[config.mk]
export PLATFORM = sky130hd
export DESIGN_NAME = dpmp_queue
export DESIGN_NICKNAME = d
export VERILOG_FILES = /design/src/hw/rtl/dp_grid_min_plus_relaxation_macros.svh /design/src/hw/rtl/dpmp_pkg.sv /design/src/hw/rtl/dpmp_queue.sv
export SDC_FILE = /design/constraint.sdc
export NUM_CORES = 1
export LEC_CHECK = 0
export ABC_AREA = 1
export BUFFER_PORTS_ARGS = -buffer_cell sky130_fd_sc_hd__buf_2
export CAP_MARGIN = 20
export CORE_ASPECT_RATIO = 1.5
export CORE_MARGIN = 5
export CORE_UTILIZATION = 51
export DETAILED_ROUTE_END_ITERATION = 10
export GPL_ROUTABILITY_DRIVEN = 0
export PLACE_DENSITY = 0.75
export RECOVER_POWER = 50
export SLEW_MARGIN = 0
export SYNTH_ARGS = -nofsm -noshare
export SYNTH_HDL_FRONTEND = slang
export SYNTH_SLANG_ARGS = --single-unit
[constraint.sdc]
create_clock -name clk -period 2.8 [get_ports clk]
set_clock_uncertainty 0.2 [all_clocks]
set_input_delay 0.28 -clock clk [delete_from_list [all_inputs] [get_ports clk]]
set_output_delay 0.28 -clock clk [all_outputs]
set_load 0.02 [all_outputs]
[src/hw/rtl/dp_grid_min_plus_relaxation_macros.svh]
// Assertion macros shared by the min-plus relaxation RTL.
// Included by the modules that carry concurrent assertions; no other dependency.
`ifndef DP_GRID_MIN_PLUS_RELAXATION_MACROS_SVH
`define DP_GRID_MIN_PLUS_RELAXATION_MACROS_SVH

// Same-cycle implication, disabled during reset.
`define DPMP_ASSERT_IMP(label, clk, rst, ante, cons, msg) \
  label: assert property (@(posedge clk) disable iff (rst) (ante) |-> (cons)) else $error(msg);

// Next-cycle implication, disabled during reset.
`define DPMP_ASSERT_NXT(label, clk, rst, ante, cons, msg) \
  label: assert property (@(posedge clk) disable iff (rst) (ante) |=> (cons)) else $error(msg);

`endif

[src/hw/rtl/dpmp_pkg.sv]
// Shared types and constants of the min-plus relaxation block.
// Used by the front end, the work queue, the back end and the top level.
package dpmp_pkg;

  // Default grid bounds.
  localparam int DEF_MAX_SPEED_POINTS = 8;
  localparam int DEF_MAX_TEMP_POINTS  = 8;

  // Fixed field widths.
  localparam int IDX_W     = 3;
  localparam int COST_W    = 32;
  localparam int CTRL_W    = 16;
  localparam int PTS_W     = 4;
  localparam int INF_W     = 31;
  localparam int MODE_W    = 2;
  localparam int CFG_IDX_W = 2;
  localparam int PRED_W    = 2 * IDX_W;

  // Work queue depth between front and back end.
  localparam int QUEUE_DEPTH = 4;

  // Reset values of the configuration registers.
  localparam logic [PTS_W-1:0] PTS_RESET = 4'd8;
  localparam logic [INF_W-1:0] INF_RESET = '1;

  // Configuration register indexes.
  localparam logic [CFG_IDX_W-1:0] CFG_SPEED_POINTS = 2'd0;
  localparam logic [CFG_IDX_W-1:0] CFG_TEMP_POINTS  = 2'd1;
  localparam logic [CFG_IDX_W-1:0] CFG_INF_COST     = 2'd2;

  // Input mode codes.
  localparam logic [MODE_W-1:0] MODE_ARC    = 2'd0;
  localparam logic [MODE_W-1:0] MODE_END    = 2'd1;
  localparam logic [MODE_W-1:0] MODE_START  = 2'd2;
  localparam logic [MODE_W-1:0] MODE_FINISH = 2'd3;

  // Operation carried from front to back end.
  typedef enum logic [1:0] {
    OP_ARC,
    OP_END,
    OP_START,
    OP_FINISH
  } op_t;

  // One queued unit of work.
  typedef struct packed {
    op_t                       op;
    logic [IDX_W-1:0]          fs;
    logic [IDX_W-1:0]          ft;
    logic [IDX_W-1:0]          ts;
    logic [IDX_W-1:0]          tt;
    logic signed [COST_W-1:0]  arc_cost;
    logic signed [CTRL_W-1:0]  ctl_force;
    logic signed [CTRL_W-1:0]  ctl_inlet;
    logic                      seed_ok;
  } work_t;

endpackage

[src/hw/rtl/dpmp_queue.sv]
// Short work queue that decouples the front end from the back end.
// Depends on dpmp_pkg for the work entry type and depth.
module dpmp_queue
  import dpmp_pkg::*;
(
  input  logic  clk,
  input  logic  rst,
  input  logic  push,
  input  work_t push_entry,
  input  logic  pop,
  output work_t head,
  output logic  full,
  output logic  empty
);

  localparam int PW = $clog2(QUEUE_DEPTH);
  localparam int CW = $clog2(QUEUE_DEPTH + 1);

  work_t         slots [QUEUE_DEPTH];
  logic [PW-1:0] wr_ptr;
  logic [PW-1:0] rd_ptr;
  logic [CW-1:0] count;

  assign full  = (count == CW'(QUEUE_DEPTH));
  assign empty = (count == '0);
  assign head  = slots[rd_ptr];

  // Entry storage.
  always_ff @(posedge clk) begin
    if (push) begin
      slots[wr_ptr] <= push_entry;
    end
  end

  // Pointers and fill count.
  always_ff @(posedge clk) begin
    if (rst) begin
      wr_ptr <= '0;
      rd_ptr <= '0;
      count  <= '0;
    end else begin
      if (push) begin
        wr_ptr <= wr_ptr + 1'b1;
      end
      if (pop) begin
        rd_ptr <= rd_ptr + 1'b1;
      end
      if (push && !pop) begin
        count <= count + 1'b1;
      end else if (pop && !push) begin
        count <= count - 1'b1;
      end
    end
  end

endmodule

Word level (Yosys, flattened, before mapping)
Memory sizes are Yosys's and may differ from the RTL's. A register that Yosys moved wholly into a read port is not among the register bits.
Cells that the tools add are included.
W data, S select, Z words.
- reductions and logical operators: 6
- $add $sub $neg: 4
- muxes and demuxes: 6
- eq/ne operators: 1
- operator list (kind ; count):
    $mux W3 ; 2
    $add A2 B1 Y2 const B ; 2
    $mux W2 ; 2
    $add A3 B1 Y3 const B ; 1
    $eq A3 B3 Y1 const B ; 1
    $logic_not A3 Y1 ; 1
    $sub A3 B1 Y3 const B ; 1
    $logic_and A1 B1 Y1 ; 2
    $logic_not A1 Y1 ; 2
    $mux W1 ; 2
    $reduce_bool A2 Y1 ; 1
- register bits: 7
- logic and storage cells: 21
- bits in writable memories: 316
- memories: 1
- output and inout bits: 81
- memory list (name ; words ; bits a word ; rd ports ; clocked after memory_dff ; write ports ; line ; source):
    slots ; 4 ; 79 ; 1 ; 1 ; 1 ; dpmp_queue.sv:19 ; work_t slots [QUEUE_DEPTH];

Longest topological paths before layout
- depth in word-level cells: 4
- gate-level depth with buffers: 10

Worst setup path before layout
No wires, ideal clock.
- path kind: register -> register
- from: register wr_ptr[0]
- to: memory slots[2][0] (netlist name), enable pin
- arrival: 2119 ps
- clock period less this slack: 2752 ps
- cell stages (with the launch flop): 5
- library setup time: 433 ps
- path slack: 48 ps
- cell sequence: dfxtp_1 -> inv_1 -> ha_1 -> nand2_1 -> inv_1
- RTL lines (what ; line ; source):
    start, declared ; dpmp_queue.sv:20 ; logic [PW-1:0] wr_ptr;
    start signal, assigned ; dpmp_queue.sv:43 ; wr_ptr <= wr_ptr + 1'b1;
    end, declared ; dpmp_queue.sv:19 ;
Straight into the memory's write port.

==> reports/metrics.cfg <==
[run]
maxCapViolations = 0

[final_layout]
fin_cells = 1405
drive_above_1_share = 0.138
diodes = 0
areaGrowthSynthToFinish_pct = 23.7
postLayoutCoreUtil = 0.637
nets = 1154

[clock_network]
worstSkewPairLatency_ns = 0.53
path_clk_slew_ns = 0.07
ctsHtreeMaxLevel = 1
cts_tree = yes
clock_sinks = 325
cts_buffer_depth = 3
cts_buffers = 28
postCtsSetupBuffers = 0
root_buffer = clkbuf_16

[routing]
drt-vias-per-instance = 5.46
first_pass_iters = 4
wl_mm = 26.9
detail-route-antenna-nets = 0
vias = 7666
drt_iter0_drc = 549
drc = 0
avgRoutedWirePerCell_um = 19.2

[die]
die_h_um = 199
dieArea_um2 = 27000
die-width_um = 136
io_pins = 164
initial_core_util = 0.515
core-area_um2 = 23600
rows = 69

[synth]
synth.top_cell.area_share = 0.782
synth_cell_types = 22
yosys-top-cells-area = edfxtp_1 78%, nor2_1 5.1%, o21ai_0 5.0%, o22ai_1 4.1%, o21ai_1 1.7%
synth_top_area_cell = edfxtp_1
synth-seq-area-share = 0.797
syn_nets = 910
ys_warn_count = 0
synth.avg_cell_area_um2 = 14.8
ys_seq_elements = 325
synthesis.area_um2 = 12100
syn_inst = 821

[timing]
whs_ns = 0.236
rsz0062_at_grt = false
max_freq_mhz = 378
setup_viol = 0
fin_tns_setup_ns = 0
finalCritPeriodShare = 0.944
worst_slew_pin_slew_ns = 1.03
finalMaxSlewViolations = 0
final_hold_viol_count = 0
period_needed_ns = 2.64
max_slew_margin = 0.312

[worst_setup_path]
path_cells = inv_6 -> buf_12 -> nor2_1 -> o22ai_1 -> buf_2
slowest_stage = dfxtp_4
start_kind = flop
worst_path_largest_cell_delay_ns = 0.44
crit_type = flop to primary output
arrival_ns = 2.16
cp.required_ns = 2.32
end_kind = primary output
reg2reg_depth = 4
cp_max_fo = 51

[global_routing]
grt_pass1_vias = 7719
gr-total-overflow = 0
grt_max_degree = 141
grt_pass1_wl_mm = 40.2
antenna_found_initial = 2
grt_usage = 0.191

[worst_hold_path]
hp-class = flop to flop
whs_path_depth = 1

[placement]
io_buffers = 163
dpl.hpwl_mm = 14.5
dp_cells = 1271

[power_and_ir_drop]
vdd_ir_drop_max_mv = 0.606
p_seq_frac = 0.520
netSwitchingPower_w = 0.00250
internal-power_w = 0.00831
clock_power_share = 0.370
sw_frac_of_total = 0.231
p_leak_nw = 5.12
power_density_nw_per_um2 = 720
p_total_w = 0.0108
p_comb_frac = 0.110

[status]
status = finished clean

[placed cells by master, fill, tap and decap left out]
cell type,Yosys,routed
o21ai_0,122,122
clkbuf_16,0,30
o21ai_1,41,41
buf_2,12,82
o22ai_1,79,79
edfxtp_1,316,316
inv_2,1,1
inv_8,0,1
inv_1,15,11
clkinvlp_2,0,2
buf_16,0,1
clkinvlp_4,0,3
dfxtp_4,0,1
buf_4,3,8
xor2_1,1,1
dfxtp_2,0,1
dlygate4sd3_1,0,82
clkinv_1,0,6
ha_1,5,5
nand2_1,9,9
nand3_1,1,1
bufinv_16,0,5
buf_12,0,8
clkinv_2,0,5
inv_6,0,2
nor2_1,164,164
nor3_1,2,2
a21oi_1,3,3
clkbuf_1,20,85
fa_1,1,1
dfxtp_1,9,7
nand4_1,1,1
[flip-flops by register name, indices dropped and copies added, names as in the netlist, named ones only]
signal / flops
slots: 316
rd_ptr: 2
wr_ptr: 2
count: 3
[critical path, delay by kind of cell (launching register included)]
kind,cells,cell delay (ns)
AO/OA/AOI/OAI,1,0.23
flip-flops,1,0.44
AND/OR/NAND/NOR,1,0.07
buffers and inverters,3,0.81
[timing repair]
item                       4_1_cts  5_1_grt
setup endpoints to repair        0       30
hold endpoints to repair       325        0
hold buffers                    82        0
resized for setup                0        2
[cell usage after synthesis]
master	instances
nor3_1	2
o21ai_0	122
o22ai_1	79
clkbuf_1	20
inv_4	1
fa_1	1
buf_2	12
ha_1	5
dfxtp_1	9
buf_6	13
nand4_1	1
inv_1	15
xor2_1	1
nor2_1	164
clkbuf_2	2
edfxtp_1	316
nand2_1	9
a21oi_1	3
buf_4	3
inv_2	1
o21ai_1	41
nand3_1	1
[layout make-up]
cell class                      instances  area [µm²]
Clock buffer                           32         737
Clock inverter                         19         230
Fill cell                            1702        8560
Inverter                               17        73.8
Multi-Input combinational cell        429        2090
Sequential cell                       325        9670
Tap cell                              319         399
Timing Repair Buffer                  264        1810
[layer usage]
metal / vias to the layer above / wire length [µm] / GRT usage
met2: 247 / 14100 / 0.345
met5: - / 21 / 0
li1: 3580 / - / -
met1: 3795 / 10700 / 0.237
met3: 40 / 1520 / 0.0278
met4: 4 / 559 / 0.0624
[cell families after synthesis]
| group | after synthesis | synth area share |
|---|---|---|
| AO/OA/AOI/OAI | 245 | 0.109 |
| XOR/XNOR | 1 | 0.000722 |
| adder cells (fa/ha/maj) | 6 | 0.00680 |
| buffers and inverters | 67 | 0.0313 |
| flip-flops | 325 | 0.797 |
| AND/OR/NAND/NOR | 177 | 0.0553 |
[final timing paths]
kind,from,slack [ns],end
max,flop,0.16,head[19]
min,rd_ptr[1],0.24,flop
max reg2reg,wr_ptr[0],0.36,slots[3][18]
min reg2reg,rd_ptr[1],0.24,flop
[power groups by stage]
stage	Combinational [W]	Sequential, W	Clock (W)
2_1_floorplan	0.000678	0.00571	0
3_3_place_gp	0.00108	0.00571	0
3_5_place_dp	0.00110	0.00572	0
4_1_cts	0.00120	0.00561	0.00406
5_1_grt	0.00130	0.00563	0.00427
6_report	0.00119	0.00562	0.00399
[through the flow]
step / cell area (µm²) / worst slack (ns)
after floorplan: 12100 / 0.0483
after global routing: 15000 / 0.0337
after detailed placement: 13300 / 0.625
after global placement: 13300 / 0.653
after CTS: 15100 / 0.0409
final: 15000 / 0.157
(Power assumes the default switching activity.)
