[config.mk]
export PLATFORM = sky130hd
export DESIGN_NAME = dpmp_front
export DESIGN_NICKNAME = d
export VERILOG_FILES = /design/src/hw/rtl/dp_grid_min_plus_relaxation_macros.svh /design/src/hw/rtl/dpmp_pkg.sv /design/src/hw/rtl/dpmp_front.sv
export SDC_FILE = /design/constraint.sdc
export NUM_CORES = 1
export LEC_CHECK = 0
export BUFFER_PORTS_ARGS = -buffer_cell sky130_fd_sc_hd__buf_2
export CORE_MARGIN = 8
export CORE_UTILIZATION = 41
export CTS_CLUSTER_DIAMETER = 50
export DETAILED_ROUTE_END_ITERATION = 6
export GPL_TIMING_DRIVEN = 0
export PLACE_DENSITY_LB_ADDON = 0.3
export SLEW_MARGIN = 10
export SYNTH_ARGS = -nofsm -noshare
export SYNTH_HDL_FRONTEND = slang
export SYNTH_SLANG_ARGS = --single-unit
[constraint.sdc]
create_clock -name clk -period 2.4 [get_ports clk]
set_input_delay 0.12 -clock clk [delete_from_list [all_inputs] [get_ports clk]]
set_output_delay 0.12 -clock clk [all_outputs]
set_load 0.005 [all_outputs]
[src/hw/rtl/dp_grid_min_plus_relaxation_macros.svh]
// Assertion macros shared by the min-plus relaxation RTL.
// Included by the modules that carry concurrent assertions; no other dependency.
`ifndef DP_GRID_MIN_PLUS_RELAXATION_MACROS_SVH
`define DP_GRID_MIN_PLUS_RELAXATION_MACROS_SVH

// Same-cycle implication, disabled during reset.
`define DPMP_ASSERT_IMP(label, clk, rst, ante, cons, msg) \
  label: assert property (@(posedge clk) disable iff (rst) (ante) |-> (cons)) else $error(msg);

// Next-cycle implication, disabled during reset.
`define DPMP_ASSERT_NXT(label, clk, rst, ante, cons, msg) \
  label: assert property (@(posedge clk) disable iff (rst) (ante) |=> (cons)) else $error(msg);

`endif

[src/hw/rtl/dpmp_pkg.sv]
// Shared types and constants of the min-plus relaxation block.
// Used by the front end, the work queue, the back end and the top level.
package dpmp_pkg;

  // Default grid bounds.
  localparam int DEF_MAX_SPEED_POINTS = 8;
  localparam int DEF_MAX_TEMP_POINTS  = 8;

  // Fixed field widths.
  localparam int IDX_W     = 3;
  localparam int COST_W    = 32;
  localparam int CTRL_W    = 16;
  localparam int PTS_W     = 4;
  localparam int INF_W     = 31;
  localparam int MODE_W    = 2;
  localparam int CFG_IDX_W = 2;
  localparam int PRED_W    = 2 * IDX_W;

  // Work queue depth between front and back end.
  localparam int QUEUE_DEPTH = 4;

  // Reset values of the configuration registers.
  localparam logic [PTS_W-1:0] PTS_RESET = 4'd8;
  localparam logic [INF_W-1:0] INF_RESET = '1;

  // Configuration register indexes.
  localparam logic [CFG_IDX_W-1:0] CFG_SPEED_POINTS = 2'd0;
  localparam logic [CFG_IDX_W-1:0] CFG_TEMP_POINTS  = 2'd1;
  localparam logic [CFG_IDX_W-1:0] CFG_INF_COST     = 2'd2;

  // Input mode codes.
  localparam logic [MODE_W-1:0] MODE_ARC    = 2'd0;
  localparam logic [MODE_W-1:0] MODE_END    = 2'd1;
  localparam logic [MODE_W-1:0] MODE_START  = 2'd2;
  localparam logic [MODE_W-1:0] MODE_FINISH = 2'd3;

  // Operation carried from front to back end.
  typedef enum logic [1:0] {
    OP_ARC,
    OP_END,
    OP_START,
    OP_FINISH
  } op_t;

  // One queued unit of work.
  typedef struct packed {
    op_t                       op;
    logic [IDX_W-1:0]          fs;
    logic [IDX_W-1:0]          ft;
    logic [IDX_W-1:0]          ts;
    logic [IDX_W-1:0]          tt;
    logic signed [COST_W-1:0]  arc_cost;
    logic signed [CTRL_W-1:0]  ctl_force;
    logic signed [CTRL_W-1:0]  ctl_inlet;
    logic                      seed_ok;
  } work_t;

endpackage

[src/hw/rtl/dpmp_front.sv]
// Front end: configuration registers and classification of input items.
// Depends on dpmp_pkg; pushes classified work into the work queue.
module dpmp_front
  import dpmp_pkg::*;
#(
  parameter int MAX_SPEED_POINTS = DEF_MAX_SPEED_POINTS,
  parameter int MAX_TEMP_POINTS  = DEF_MAX_TEMP_POINTS,
  localparam int SCW = $clog2(MAX_SPEED_POINTS + 1),
  localparam int TCW = $clog2(MAX_TEMP_POINTS + 1)
) (
  input  logic                     clk,
  input  logic                     rst,
  // Configuration write channel.
  input  logic                     cfg_valid,
  output logic                     cfg_ready,
  input  logic [CFG_IDX_W-1:0]     cfg_index,
  input  logic [INF_W-1:0]         cfg_data,
  // Input item channel.
  input  logic                     item_valid,
  output logic                     item_stall,
  input  logic [MODE_W-1:0]        mode,
  input  logic [IDX_W-1:0]         from_speed_idx,
  input  logic [IDX_W-1:0]         from_temp_idx,
  input  logic [IDX_W-1:0]         to_speed_idx,
  input  logic [IDX_W-1:0]         to_temp_idx,
  input  logic signed [COST_W-1:0] arc_cost,
  input  logic signed [CTRL_W-1:0] arc_force,
  input  logic signed [CTRL_W-1:0] arc_inlet,
  // Queue side.
  input  logic                     q_full,
  output logic                     push,
  output work_t                    push_entry,
  // Grid size in use and infinity for the back end.
  output logic [SCW-1:0]           used_s,
  output logic [TCW-1:0]           used_t,
  output logic [INF_W-1:0]         inf_cost
);

  logic [PTS_W-1:0] speed_cfg;
  logic [PTS_W-1:0] temp_cfg;
  logic [INF_W-1:0] inf_reg;
  logic             from_in;
  logic             to_in;
  logic             arc_feasible;

  // Configuration writes are always accepted.
  assign cfg_ready = 1'b1;

  always_ff @(posedge clk) begin
    if (rst) begin
      speed_cfg <= PTS_RESET;
      temp_cfg  <= PTS_RESET;
      inf_reg   <= INF_RESET;
    end else if (cfg_valid) begin
      case (cfg_index)
        CFG_SPEED_POINTS: speed_cfg <= cfg_data[PTS_W-1:0];
        CFG_TEMP_POINTS:  temp_cfg  <= cfg_data[PTS_W-1:0];
        CFG_INF_COST:     inf_reg   <= cfg_data;
        default: ;
      endcase
    end
  end

  // Grid size saturated to the range the store holds.
  always_comb begin
    if (speed_cfg == '0) begin
      used_s = SCW'(1);
    end else if (32'(speed_cfg) > 32'(MAX_SPEED_POINTS)) begin
      used_s = SCW'(MAX_SPEED_POINTS);
    end else begin
      used_s = SCW'(speed_cfg);
    end
    if (temp_cfg == '0) begin
      used_t = TCW'(1);
    end else if (32'(temp_cfg) > 32'(MAX_TEMP_POINTS)) begin
      used_t = TCW'(MAX_TEMP_POINTS);
    end else begin
      used_t = TCW'(temp_cfg);
    end
  end

  assign inf_cost = inf_reg;

  // Range and feasibility checks.
  assign from_in = (32'(from_speed_idx) < 32'(used_s)) && (32'(from_temp_idx) < 32'(used_t));
  assign to_in   = (32'(to_speed_idx) < 32'(used_s)) && (32'(to_temp_idx) < 32'(used_t));
  assign arc_feasible = $signed(arc_cost) < $signed({1'b0, inf_reg});

  assign item_stall = q_full;

  // Classify the accepted item; arcs that cannot count are dropped here.
  always_comb begin
    push_entry.op        = OP_ARC;
    push_entry.fs        = from_speed_idx;
    push_entry.ft        = from_temp_idx;
    push_entry.ts        = to_speed_idx;
    push_entry.tt        = to_temp_idx;
    push_entry.arc_cost  = arc_cost;
    push_entry.ctl_force = arc_force;
    push_entry.ctl_inlet = arc_inlet;
    push_entry.seed_ok   = from_in;
    push = 1'b0;
    if (item_valid && !item_stall) begin
      unique case (mode)
        MODE_ARC: begin
          push = from_in && to_in && arc_feasible;
        end
        MODE_END: begin
          push_entry.op = OP_END;
          push = 1'b1;
        end
        MODE_START: begin
          push_entry.op = OP_START;
          push = 1'b1;
        end
        default: begin
          push_entry.op = OP_FINISH;
          push = 1'b1;
        end
      endcase
    end
  end

endmodule

======== Yosys cells after proc, flatten, opt, wreduce, memory -nomap -nowiden ========
Index checks and enable logic that the tools add are counted.
cells by class
  magnitude comparators ................... 7
  eq/ne operators ......................... 4
  mux-type cells .......................... 8
  reduce and logical (&&, ||, !) cells .... 13
operators by type and width
  operator                                                         count
  32-bit < comparator                                              1
  3-bit by 4-bit < comparator with 1-bit output                    4
  4-bit 2-to-1 mux                                                 4
  4-bit greater-than comparator, second input constant             2
  4-bit zero test                                                  2
  2-bit case mux with 3 select lines                               1
  2-bit AND reduction                                              3
  1-bit logical AND                                                5
  2-bit by 1-bit == test with 1-bit output, second input constant  2
  2-bit == test, second input constant                             2
  2-bit zero test                                                  2
  1-bit 2-to-1 mux                                                 2
  2-bit 2-to-1 mux                                                 1
  1-bit zero test                                                  1
word-level totals
  bits in registers ....................... 39
  input port bits ......................... 116
  output and inout bits ................... 121
  word-level logic and storage cells ...... 35

======== Logic depth before layout (Yosys ltp) ========
Gate-level depths: netlist of the first run.
  word-level depth ........................ 9
  gate-level depth with buffers ........... 8
  mapped depth without buffers ............ 8

======== Worst setup path after synthesis of the first run ========
No wires, ideal clock.
  path kind ............................... register to output
  from .................................... reg inf_reg[25], in the netlist inf_cost[25]
  to ...................................... out push
  data arrival time ....................... 1.937 ns
  data required time ...................... 2.280 ns
  path slack .............................. 0.343 ns
  stages on the path, launching flop included .. 9
  cells stage by stage .................... dfxtp_1 > inv_1 > ha_1 > a21o_1 > a221o_1 > a2111oi_0 > o21a_1 > o211ai_2 > a211oi_2
between the ends
  longest elaborated chain between the ends .. 4
ends and longest elaborated chain
  element                   RTL line           RTL
  start: declaration        dpmp_front.sv:41   logic [INF_W-1:0] inf_reg;
  start signal: assignment  dpmp_front.sv:58   CFG_INF_COST: inf_reg <= cfg_data;
  32-bit < comparator       dpmp_front.sv:87   assign arc_feasible = $signed(arc_cost) < $signed({1'b0, inf_reg});
  1-bit logical AND         dpmp_front.sv:106  push = from_in && to_in && arc_feasible;
  1-bit 2-to-1 mux          dpmp_front.sv:104  unique case (mode)
  1-bit 2-to-1 mux          dpmp_front.sv:103  if (item_valid && !item_stall) begin
  end: declaration          dpmp_front.sv:31   output logic push,
No other way between the ends.

======== Worst setup path after layout of the first run ========
  from .................................... reg inf_reg[26], in the netlist inf_cost[26]
  to ...................................... out push
The elaborated chain is that of the path after synthesis.

==> flow_summary_export.csv, run 1 <==
group,metric,value,unit
min_path,hold_class,"input pin to flop",
sta,min_period_over_period,107.0,%
setup_path,criticalPathCategory,"flop to output port",
cts,cts_num_sinks,39,
cells_and_area,final_net_count,736,
cts,htree_num_levels,2,
setup_path,timing.critical_path.max_delay_family,"simple AND/OR/NAND/NOR gates",
detailed_routing,drt-vias-per-instance,4.551,
detailed_routing,routed_wirelength,9655,um
placed_design,routabilityCongestion,0.7794,
cells_and_area,drive_above_1_share,52.14,%
cts,worst_skew_pair.late_latency,0.29,ns
power,power_report.internal_total,1.235,mW
logic_synthesis,synth.ff_latch_count,39,
cells_and_area,diodes,0,
logic_synthesis,share_of_the_yosys_chip_area_belonging_to_registers,25.59,%
power,power.switching,471.5,uW
setup_path,timing.critical_path.cells,"inv_2, ha_4, and3b_1, buf_4, nand4_1, nand3b_1, or3_1, o211ai_2, a211oi_2, buf_2",
setup_path,timing.critical_path.fanout_max,2,
cts,tritoncts,"done",
logic_synthesis,synth_async_sr_flop_share,0,%
flow_run,drv_cap,0,
power,power.density,391.3,nW/um^2
sta,clock_skew,0,ns
grt,grt_start_max_net_pins,12,
power,cellLeakagePower,2.546,nW
logic_synthesis,synthesis.yosys.warnings,0,
floorplanning,floorplan.core_area,7214,sq um
power,power.sequential.fraction,40.8,%
placed_design,port-buffer-count,202,
cells_and_area,post_layout_nonfiller_instances,682,
sta,period_needed,2.568,ns
sta,report.final.setup_viol,1,
sta,timing.final.hold_violations,0,
detailed_routing,firstDrtPassIters,4,
sta,worst_pin_slew,0.7521,ns
placed_design,dpl-instance-area,4185,sq um
cells_and_area,post_route_design_area,4362,sq um
sta,final.setup.worst_slack,-0.1680,ns
setup_path,cp.required,2.28,ns
cells_and_area,nFillCells,703,
cells_and_area,final_common_cell,"buf_2",
setup_path,cell_with_the_largest_stage_delay_on_the_worst_path,"or3_1",
placed_design,dp_cells,673,
sta,maxClockFrequency,389.4,MHz
logic_synthesis,netlist_instances,372,
detailed_routing,wl_per_cell,14.16,um
grt,grtUsageTotal,17.37,%
power,p_sw_share,27.63,%
logic_synthesis,synth_nets,526,
cts,cts.hold.buffers_added,0,
cts,buffer_levels_on_the_longest_clock_path,2,
sta,timing_max_transition_violations_final,0,
floorplanning,fp.dieH,102.3,um
floorplanning,rows,31,
logic_synthesis,ys.flop_type,"dfxtp_1",
detailed_routing,drt_first_iter_violations,59,
logic_synthesis,edff_count_synth,0,
power,clock_share_of_power,28.5,%
grt,number_of_global_route_vias_before_repair,3163,
logic_synthesis,yosys.cell_types.count,39,
floorplanning,die_area,10460,sq um
grt,initial_antenna_violation_count,0,
grt,grt_pass1_wl,14420,um
setup_path,arrival_worst_endpoint,2.45,ns
sta,worst_slew_margin_rel,49.75,%
floorplanning,initial_cell_density_of_the_core,42.28,%
detailed_routing,via_count,3104,
power,power_frac_comb,30.7,%
detailed_routing,drc_errors,0,
floorplanning,die-width,102.3,um
sta,grt_setup_unrepaired,"true",
status,outcome,"finished, violations left",
cts,clk_pin_slew,0.08,ns
cts,numCtsBuffers,5,
detailed_routing,post_route_antenna_net_violation_count,0,
cells_and_area,mostFrequentLayoutCells,"202 x buf_2, 81 x buf_4, 48 x nor2_1, 41 x inv_1, 36 x dfxtp_1",
logic_synthesis,synth.avg_cell_area,8.200,sq um
setup_path,worst_path_largest_cell_delay,0.40,ns
setup_path,launching_element_type_of_the_critical_path,"flop",
setup_path,setup.worst_path.end_class,"output port",
cells_and_area,synthToLayoutAreaGrowth,42.99,%
status,violations,"setup timing",
logic_synthesis,netlist_area,3050,sq um
power,vdd.ir_drop.worst,216.4,uV
setup_path,critical_path_buf_inv_count,3,
grt,globalRoute.totalOverflow,0,
cts,clock-root-buffer,"clkbuf_8",
floorplanning,io-pin-count,237,
placed_design,hpwl_after_detailed_placement,8428,um
worst paths after layout:
check                                                from                   endpoint  slack, ns  cells after the start
worst max-delay path            inf_cost[26]$_SDFFE_PP1P_                       push      -0.17                     10
worst min-delay path                         cfg_data[24]  inf_cost[24]$_SDFFE_PP1P_       0.03                      2
worst min register to register  speed_cfg[0]$_SDFFE_PP0P_  speed_cfg[0]$_SDFFE_PP0P_       0.51                      2
worst max register to register  speed_cfg[3]$_SDFFE_PP1P_  speed_cfg[3]$_SDFFE_PP1P_       1.44                      2
what timing repair did:
item	CTS	global route
pin swaps	5	2
endpoints found under the setup margin	1	1
resized for setup	11	2
setup buffers	2	0
sequential cells by signal, summed over array words and instances, names as in the netlist:
| signal | cells |
|---|---|
| inf_cost | 31 |
| speed_cfg | 4 |
| temp_cfg | 4 |
power by group through the flow:
| stage | Clock [mW] | Combinational (mW) | Sequential [mW] |
|---|---|---|---|
| 2_1_floorplan | 0 | 0.282 | 0.712 |
| 3_3_place_gp | 0 | 0.506 | 0.708 |
| 3_5_place_dp | 0 | 0.518 | 0.710 |
| 4_1_cts | 0.501 | 0.532 | 0.695 |
| 5_1_grt | 0.544 | 0.585 | 0.701 |
| 6_report | 0.486 | 0.524 | 0.697 |
per-stage QoR:
step	setup TNS [ns]	worst slack [ns]	total power, mW	utilization (%)	hold slack, ns
floorplan	0	0.3429	0.9932	-	0.2378
global placement	-0.08182	-0.08182	1.214	58.01	0.3216
detailed placement	-0.1297	-0.1297	1.227	58.01	0.3283
CTS	-0.2199	-0.2199	1.728	60.44	0.02167
global route	-0.3356	-0.3356	1.830	60.46	0.01093
finish	-0.1680	-0.1680	1.707	60.46	0.03029
worst reg2reg max path, delay by kind of cell (launching register included):
family,cells,cell delay [ns]
AOI/OAI and AO/OA,1,0.29
DFF,1,0.40
and+or+nand+nor,1,0.17
cells in the mapped netlist, types with 5 or more instances:
cell / n / area share, %
clkbuf_1: 14 / 1.7
nand2_1: 7 / 0.86
a21oi_1: 14 / 2.3
nand2b_1: 5 / 1.0
inv_1: 43 / 5.3
buf_4: 79 / 19
mux2i_1: 6 / 2.0
a211o_1: 32 / 9.2
dfxtp_1: 39 / 26
nor2_1: 48 / 5.9
ha_1: 38 / 16
cell families after synthesis:
family	after synthesis	synth area share, %
AOI/OAI and AO/OA	71	18.05
adders and majority gates	38	15.59
buffers and inverters	136	26.46
DFF	39	25.59
muxes	6	1.969
other	1	0.1229
and+or+nand+nor	81	12.22
final cells by class:
type | count | area (sq um) | share of cell area, %
Sequential cell | 39 | 784.5 | 17.99
Tap cell | 99 | 123.9 | 2.840
Clock buffer | 8 | 100.1 | 2.295
Buffer | 92 | 641.9 | 14.72
Inverter | 43 | 161.4 | 3.701
Multi-Input combinational cell | 197 | 1524 | 34.94
Timing Repair Buffer | 204 | 1026 | 23.52
metal layers:
layer  routed length [um]  GRT usage [%]  vias up
li1                     -              -     1589
met1                 3717          18.50     1379
met2                 4866          32.28      130
met3                  999          6.063        6
met4                   72          3.047        0
met5                    0              0        -
(Power assumes the default switching activity.)
==> run 2: changes to the inputs <==
--- a/config.mk
+++ b/config.mk
@@ -8,6 +8,7 @@
 export BUFFER_PORTS_ARGS = -buffer_cell sky130_fd_sc_hd__buf_2
 export CORE_MARGIN = 8
 export CORE_UTILIZATION = 41
+export CTS_BUF_LIST = sky130_fd_sc_hd__clkbuf_4 sky130_fd_sc_hd__clkbuf_8 sky130_fd_sc_hd__clkbuf_16
 export CTS_CLUSTER_DIAMETER = 50
 export DETAILED_ROUTE_END_ITERATION = 6
 export GPL_TIMING_DRIVEN = 0
==> flow_summary_export.csv, run 2 (synthesis results as in run 1) <==
group,metric,value,unit
status,outcome,"finished, violations left",
status,violations,"setup timing",
sta,final.hold.worst_slack,0.03022,ns
detailed_routing,drc_errors,0,
power,power.density,393.5,nW/um^2
detailed_routing,firstDrtPassIters,4,
setup_path,arrival_worst_endpoint,2.45,ns
cts,clk_pin_slew,0.08,ns
setup_path,r2r_cells,2,
floorplanning,initial_cell_density_of_the_core,42.28,%
setup_path,launching_element_type_of_the_critical_path,"flop",
sta,finalSetupTns,-0.1681,ns
sta,clock_skew,0,ns
power,p_sw_share,27.45,%
grt,grt_start_max_net_pins,12,
placed_design,dpl-instance-area,4185,sq um
cells_and_area,final_common_cell,"buf_2",
cells_and_area,mostFrequentLayoutCells,"202 x buf_2, 81 x buf_4, 48 x nor2_1, 41 x inv_1, 36 x dfxtp_1",
sta,maxClockFrequency,389.4,MHz
min_path,hold_path.startpoint,"cfg_data[24]",
grt,grtUsageTotal,17.37,%
cts,numCtsBuffers,5,
sta,grt_setup_unrepaired,"true",
detailed_routing,drt-vias-per-instance,4.551,
min_path,timing.hold.worst_path_depth,2,
sta,report.final.setup_viol,1,
cells_and_area,final_net_count,736,
cts,cts.hold.buffers_added,0,
power,power.sequential.fraction,40.6,%
cells_and_area,drive_above_1_share,52.32,%
cts,worst_skew_pair.late_latency,0.29,ns
sta,period_needed,2.568,ns
cts,clock-root-buffer,"clkbuf_8",
power,clock_share_of_power,28.9,%
cells_and_area,finish.utilization,60.51,%
cells_and_area,post_route_design_area,4365,sq um
setup_path,setup.worst_path.end_class,"output port",
setup_path,r2r_end,"speed_cfg[3]$_SDFFE_PP1P_",
cells_and_area,nFillCells,702,
flow_run,drv_cap,0,
floorplanning,io-pin-count,237,
power,vdd.ir_drop.worst,216.4,uV
detailed_routing,drt_first_iter_violations,59,
sta,min_period_over_period,107.0,%
grt,number_of_global_route_vias_before_repair,3163,
floorplanning,rows,31,
setup_path,regToRegSetupSlack,1.44,ns
setup_path,timing.critical_path.fanout_max,2,
detailed_routing,via_count,3104,
floorplanning,die_area,10460,sq um
power,power_report.internal_total,1.246,mW
grt,globalRoute.totalOverflow,0,
power,cellLeakagePower,2.550,nW
detailed_routing,post_route_antenna_net_violation_count,0,
cts,buffer_levels_on_the_longest_clock_path,2,
sta,timing_max_transition_violations_final,0,
grt,grt_pass1_wl,14420,um
grt,initial_antenna_violation_count,0,
placed_design,dp_cells,673,
placed_design,routabilityCongestion,0.7794,
detailed_routing,routed_wirelength,9655,um
setup_path,critical_path.reg2reg.startpoint,"speed_cfg[3]$_SDFFE_PP1P_",
floorplanning,die-width,102.3,um
min_path,hold_class,"input pin to flop",
placed_design,port-buffer-count,202,
cells_and_area,synthToLayoutAreaGrowth,43.11,%
setup_path,criticalPathCategory,"flop to output port",
cts,cts_num_sinks,39,
min_path,min_delay_worst_endpoint,"inf_cost[24]$_SDFFE_PP1P_",
floorplanning,fp.dieH,102.3,um
cts,htree_num_levels,2,
detailed_routing,wl_per_cell,14.16,um
sta,worst_pin_slew,0.7521,ns
placed_design,hpwl_after_detailed_placement,8428,um
cells_and_area,post_layout_nonfiller_instances,682,
cells_and_area,diodes,0,
sta,final.setup.worst_slack,-0.1681,ns
power,design_power_total,1.718,mW
setup_path,cp.required,2.28,ns
cells_and_area,largest_register_ff_count,31,
power,power_frac_comb,30.5,%
placed_design,place_worst_setup_slack,-0.1297,ns
cells_and_area,regArea,784.5,sq um
cells_and_area,multi_input_comb_area,1524,sq um
power,power.switching,471.5,uW
floorplanning,floorplan.core_area,7214,sq um
sta,worst_slew_margin_rel,49.75,%
sta,timing.final.hold_violations,0,
cts,tritoncts,"done",
run 2: cell counts in the layout (fill, tap and decap cells not counted):
No cell type changed its count.
run 2: power groups by stage:
stage	Clock, mW	Combinational (mW)	Sequential (mW)
CTS	0.513	0.532	0.695
global placement	0	0.506	0.708
floorplan	0	0.282	0.712
detailed placement	0	0.518	0.710
global route	0.555	0.585	0.701
finish	0.497	0.524	0.697
run 2: critical path, cell delays in order (launching register included):
cell,delay [ns]
dfxtp_2,0.34
inv_2,0.05
ha_4,0.26
and3b_1,0.18
buf_4,0.11
nand4_1,0.11
nand3b_1,0.21
or3_1,0.40
o211ai_2,0.26
a211oi_2,0.11
buf_2,0.14
run 2: repair_timing:
action / in CTS / in global routing
resized for setup: 11 / 2
pin swaps: 5 / 2
buffers inserted: 2 / 0
endpoints found under the setup margin: 1 / 1
run 2: worst max path at each step:
| stage | start | end | slack, ns | depth (start not counted) |
|---|---|---|---|---|
| after floorplan | inf_cost[25]$_SDFFE_PP1P_ | push | 0.34 | 8 |
| after global placement | inf_cost[25]$_SDFFE_PP1P_ | push | -0.08 | 9 |
| after detailed placement | inf_cost[25]$_SDFFE_PP1P_ | push | -0.13 | 9 |
| after CTS | inf_cost[27]$_SDFFE_PP1P_ | push | -0.22 | 9 |
| after global routing | inf_cost[27]$_SDFFE_PP1P_ | push | -0.34 | 9 |
| final | inf_cost[26]$_SDFFE_PP1P_ | push | -0.17 | 10 |
run 2: cell type report:
class | instances | share of cell area (%)
plain buffers | 92 | 14.70
clock buffers | 8 | 2.379
inverters | 43 | 3.697
multi-input cells | 197 | 34.91
flip-flops and latches | 39 | 17.97
well taps | 99 | 2.837
repair buffers | 204 | 23.50
run 2: layer usage:
metal,global-route usage (%),vias to the layer above,routed length [um]
li1,-,1589,-
met3,6.063,6,999
met2,32.28,130,4866
met5,0,-,0
met4,3.047,0,72
met1,18.50,1379,3717
==> run 3: changes to the inputs <==
--- a/config.mk
+++ b/config.mk
@@ -13,6 +13,7 @@
 export DETAILED_ROUTE_END_ITERATION = 6
 export GPL_TIMING_DRIVEN = 0
 export PLACE_DENSITY_LB_ADDON = 0.3
+export RECOVER_POWER = 100
 export SLEW_MARGIN = 10
 export SYNTH_ARGS = -nofsm -noshare
 export SYNTH_HDL_FRONTEND = slang
==> flow_summary_export.csv, run 3 (synthesis results as in run 1) <==
group,metric,value,unit
sta,timing.final.hold_violations,0,
power,design_power_total,1.697,mW
detailed_routing,post_route_antenna_net_violation_count,0,
setup_path,cp.required,2.28,ns
floorplanning,io-pin-count,237,
setup_path,criticalPathCategory,"flop to output port",
cts,htree_num_levels,2,
detailed_routing,drt_first_iter_violations,68,
setup_path,crit_path_end,"push",
power,p_sw_share,27.79,%
sta,min_period_over_period,107.1,%
setup_path,worst_setup_path_startpoint,"inf_cost[25]$_SDFFE_PP1P_",
grt,grt_start_max_net_pins,12,
power,vdd.ir_drop.worst,217.2,uV
sta,final.hold.worst_slack,0.03410,ns
cts,clock-root-buffer,"clkbuf_8",
floorplanning,die_area,10460,sq um
min_path,hold_class,"input pin to flop",
sta,worst_slew_margin_rel,49.79,%
power,power.density,399.0,nW/um^2
status,violations,"setup timing",
detailed_routing,drt-vias-per-instance,4.543,
sta,period_needed,2.570,ns
floorplanning,floorplan.core_area,7214,sq um
cells_and_area,mostFrequentLayoutCells,"114 x buf_2, 101 x clkbuf_1, 59 x buf_4, 48 x nor2_1, 41 x inv_1",
placed_design,hpwl_after_detailed_placement,8428,um
setup_path,launching_element_type_of_the_critical_path,"flop",
detailed_routing,via_count,3098,
setup_path,worst_path_largest_cell_delay,0.34,ns
cells_and_area,largest_register_ff_count,31,
detailed_routing,routed_wirelength,9698,um
grt,initial_antenna_violation_count,0,
cts,cts.hold.buffers_added,0,
sta,maxClockFrequency,389.1,MHz
setup_path,critical_path.reg2reg.startpoint,"speed_cfg[3]$_SDFFE_PP1P_",
sta,clock_skew,0,ns
cells_and_area,final_common_cell,"buf_2",
sta,timing_max_transition_violations_final,0,
cells_and_area,drive_above_1_share,37.05,%
floorplanning,die-width,102.3,um
cts,buffer_levels_on_the_longest_clock_path,2,
cells_and_area,finish.utilization,58.97,%
setup_path,setup.worst_path.end_class,"output port",
power,cellLeakagePower,2.325,nW
setup_path,arrival_worst_endpoint,2.45,ns
setup_path,regToRegSetupSlack,1.44,ns
grt,globalRoute.totalOverflow,0,
cells_and_area,final_net_count,736,
cts,cts_num_sinks,39,
power,power_frac_comb,29.7,%
grt,grtUsageTotal,17.37,%
cts,clk_pin_slew,0.08,ns
detailed_routing,firstDrtPassIters,4,
setup_path,r2r_cells,2,
power,power.sequential.fraction,41.1,%
grt,number_of_global_route_vias_before_repair,3163,
cells_and_area,synthToLayoutAreaGrowth,39.46,%
flow_run,drv_cap,0,
cts,tritoncts,"done",
detailed_routing,wl_per_cell,14.22,um
cells_and_area,diodes,0,
power,power_report.internal_total,1.226,mW
floorplanning,initial_cell_density_of_the_core,42.28,%
cts,numCtsBuffers,5,
placed_design,routabilityCongestion,0.7794,
grt,grt_pass1_wl,14420,um
power,power.switching,471.7,uW
floorplanning,rows,31,
floorplanning,fp.dieH,102.3,um
power,clock_share_of_power,29.2,%
detailed_routing,drc_errors,0,
placed_design,port-buffer-count,202,
sta,final.setup.worst_slack,-0.1702,ns
setup_path,cell_with_the_largest_stage_delay_on_the_worst_path,"dfxtp_1",
cts,worst_skew_pair.late_latency,0.28,ns
sta,report.final.setup_viol,1,
setup_path,timing.critical_path.fanout_max,2,
sta,grt_setup_unrepaired,"true",
setup_path,timing.critical_path.cells,"inv_1, ha_4, a21o_1, a221o_1, a2111oi_4, o21a_1, o211ai_2, a211oi_2, buf_2",
status,outcome,"finished, violations left",
setup_path,r2r_end,"speed_cfg[3]$_SDFFE_PP1P_",
sta,worst_pin_slew,0.7515,ns
run 3: area by class of cell:
cell class,count,area (sq um)
Sequential cell,39,783.3
Timing Repair Buffer,204,915.9
Multi-Input combinational cell,197,1524
Tap cell,99,123.9
Clock buffer,8,103.9
Buffer,92,641.9
Fill cell,749,2960
Inverter,43,161.4
run 3: worst min path at each step:
stage                       startpoint                   endpoint  slack, ns  cells after the start
after global placement    cfg_data[19]  inf_cost[19]$_SDFFE_PP1P_       0.32                      2
final                     cfg_data[24]  inf_cost[24]$_SDFFE_PP1P_       0.03                      2
after detailed placement   cfg_data[6]   inf_cost[6]$_SDFFE_PP1P_       0.33                      2
after CTS                 cfg_data[27]  inf_cost[27]$_SDFFE_PP1P_       0.02                      2
after floorplan           cfg_data[10]  inf_cost[10]$_SDFFE_PP1P_       0.24                      1
after global routing      cfg_data[14]  inf_cost[14]$_SDFFE_PP1P_       0.01                      2
run 3: what timing repair did:
item | in CTS | in global routing
setup buffers | 2 | 0
pin swaps | 5 | 2
setup endpoints to repair | 1 | 1
cloned | 0 | 0
resized for setup | 11 | 2
run 3: power groups by stage:
stage / sequential, mW / clock (mW) / combinational [mW]
3_3_place_gp: 0.708 / 0 / 0.506
5_1_grt: 0.702 / 0.555 / 0.566
4_1_cts: 0.695 / 0.513 / 0.532
6_report: 0.698 / 0.495 / 0.505
3_5_place_dp: 0.710 / 0 / 0.518
2_1_floorplan: 0.712 / 0 / 0.282
run 3: metrics by stage:
step,setup slack [ns],setup TNS [ns],instance area (sq um),instances
after floorplan,0.3429,0,3050,372
after global routing,-0.3371,-0.3371,4254,682
after CTS,-0.2200,-0.2200,4364,683
after global placement,-0.08182,-0.08182,4185,673
after detailed placement,-0.1297,-0.1297,4185,673
final,-0.1702,-0.1702,4254,682
run 3: metal layers:
layer | track usage (%) | part of all wire, %
met5 | 0 | 0
met3 | 6.063 | 10
met1 | 18.50 | 39
met4 | 3.047 | 0.53
met2 | 32.28 | 50
run 3: critical path, delay by kind of cell (launching register included):
kind,cells,cell delay (ns)
AOI/OAI and AO/OA,6,1.39
DFF,1,0.34
buffers and inverters,2,0.22
adders and majority gates,1,0.22
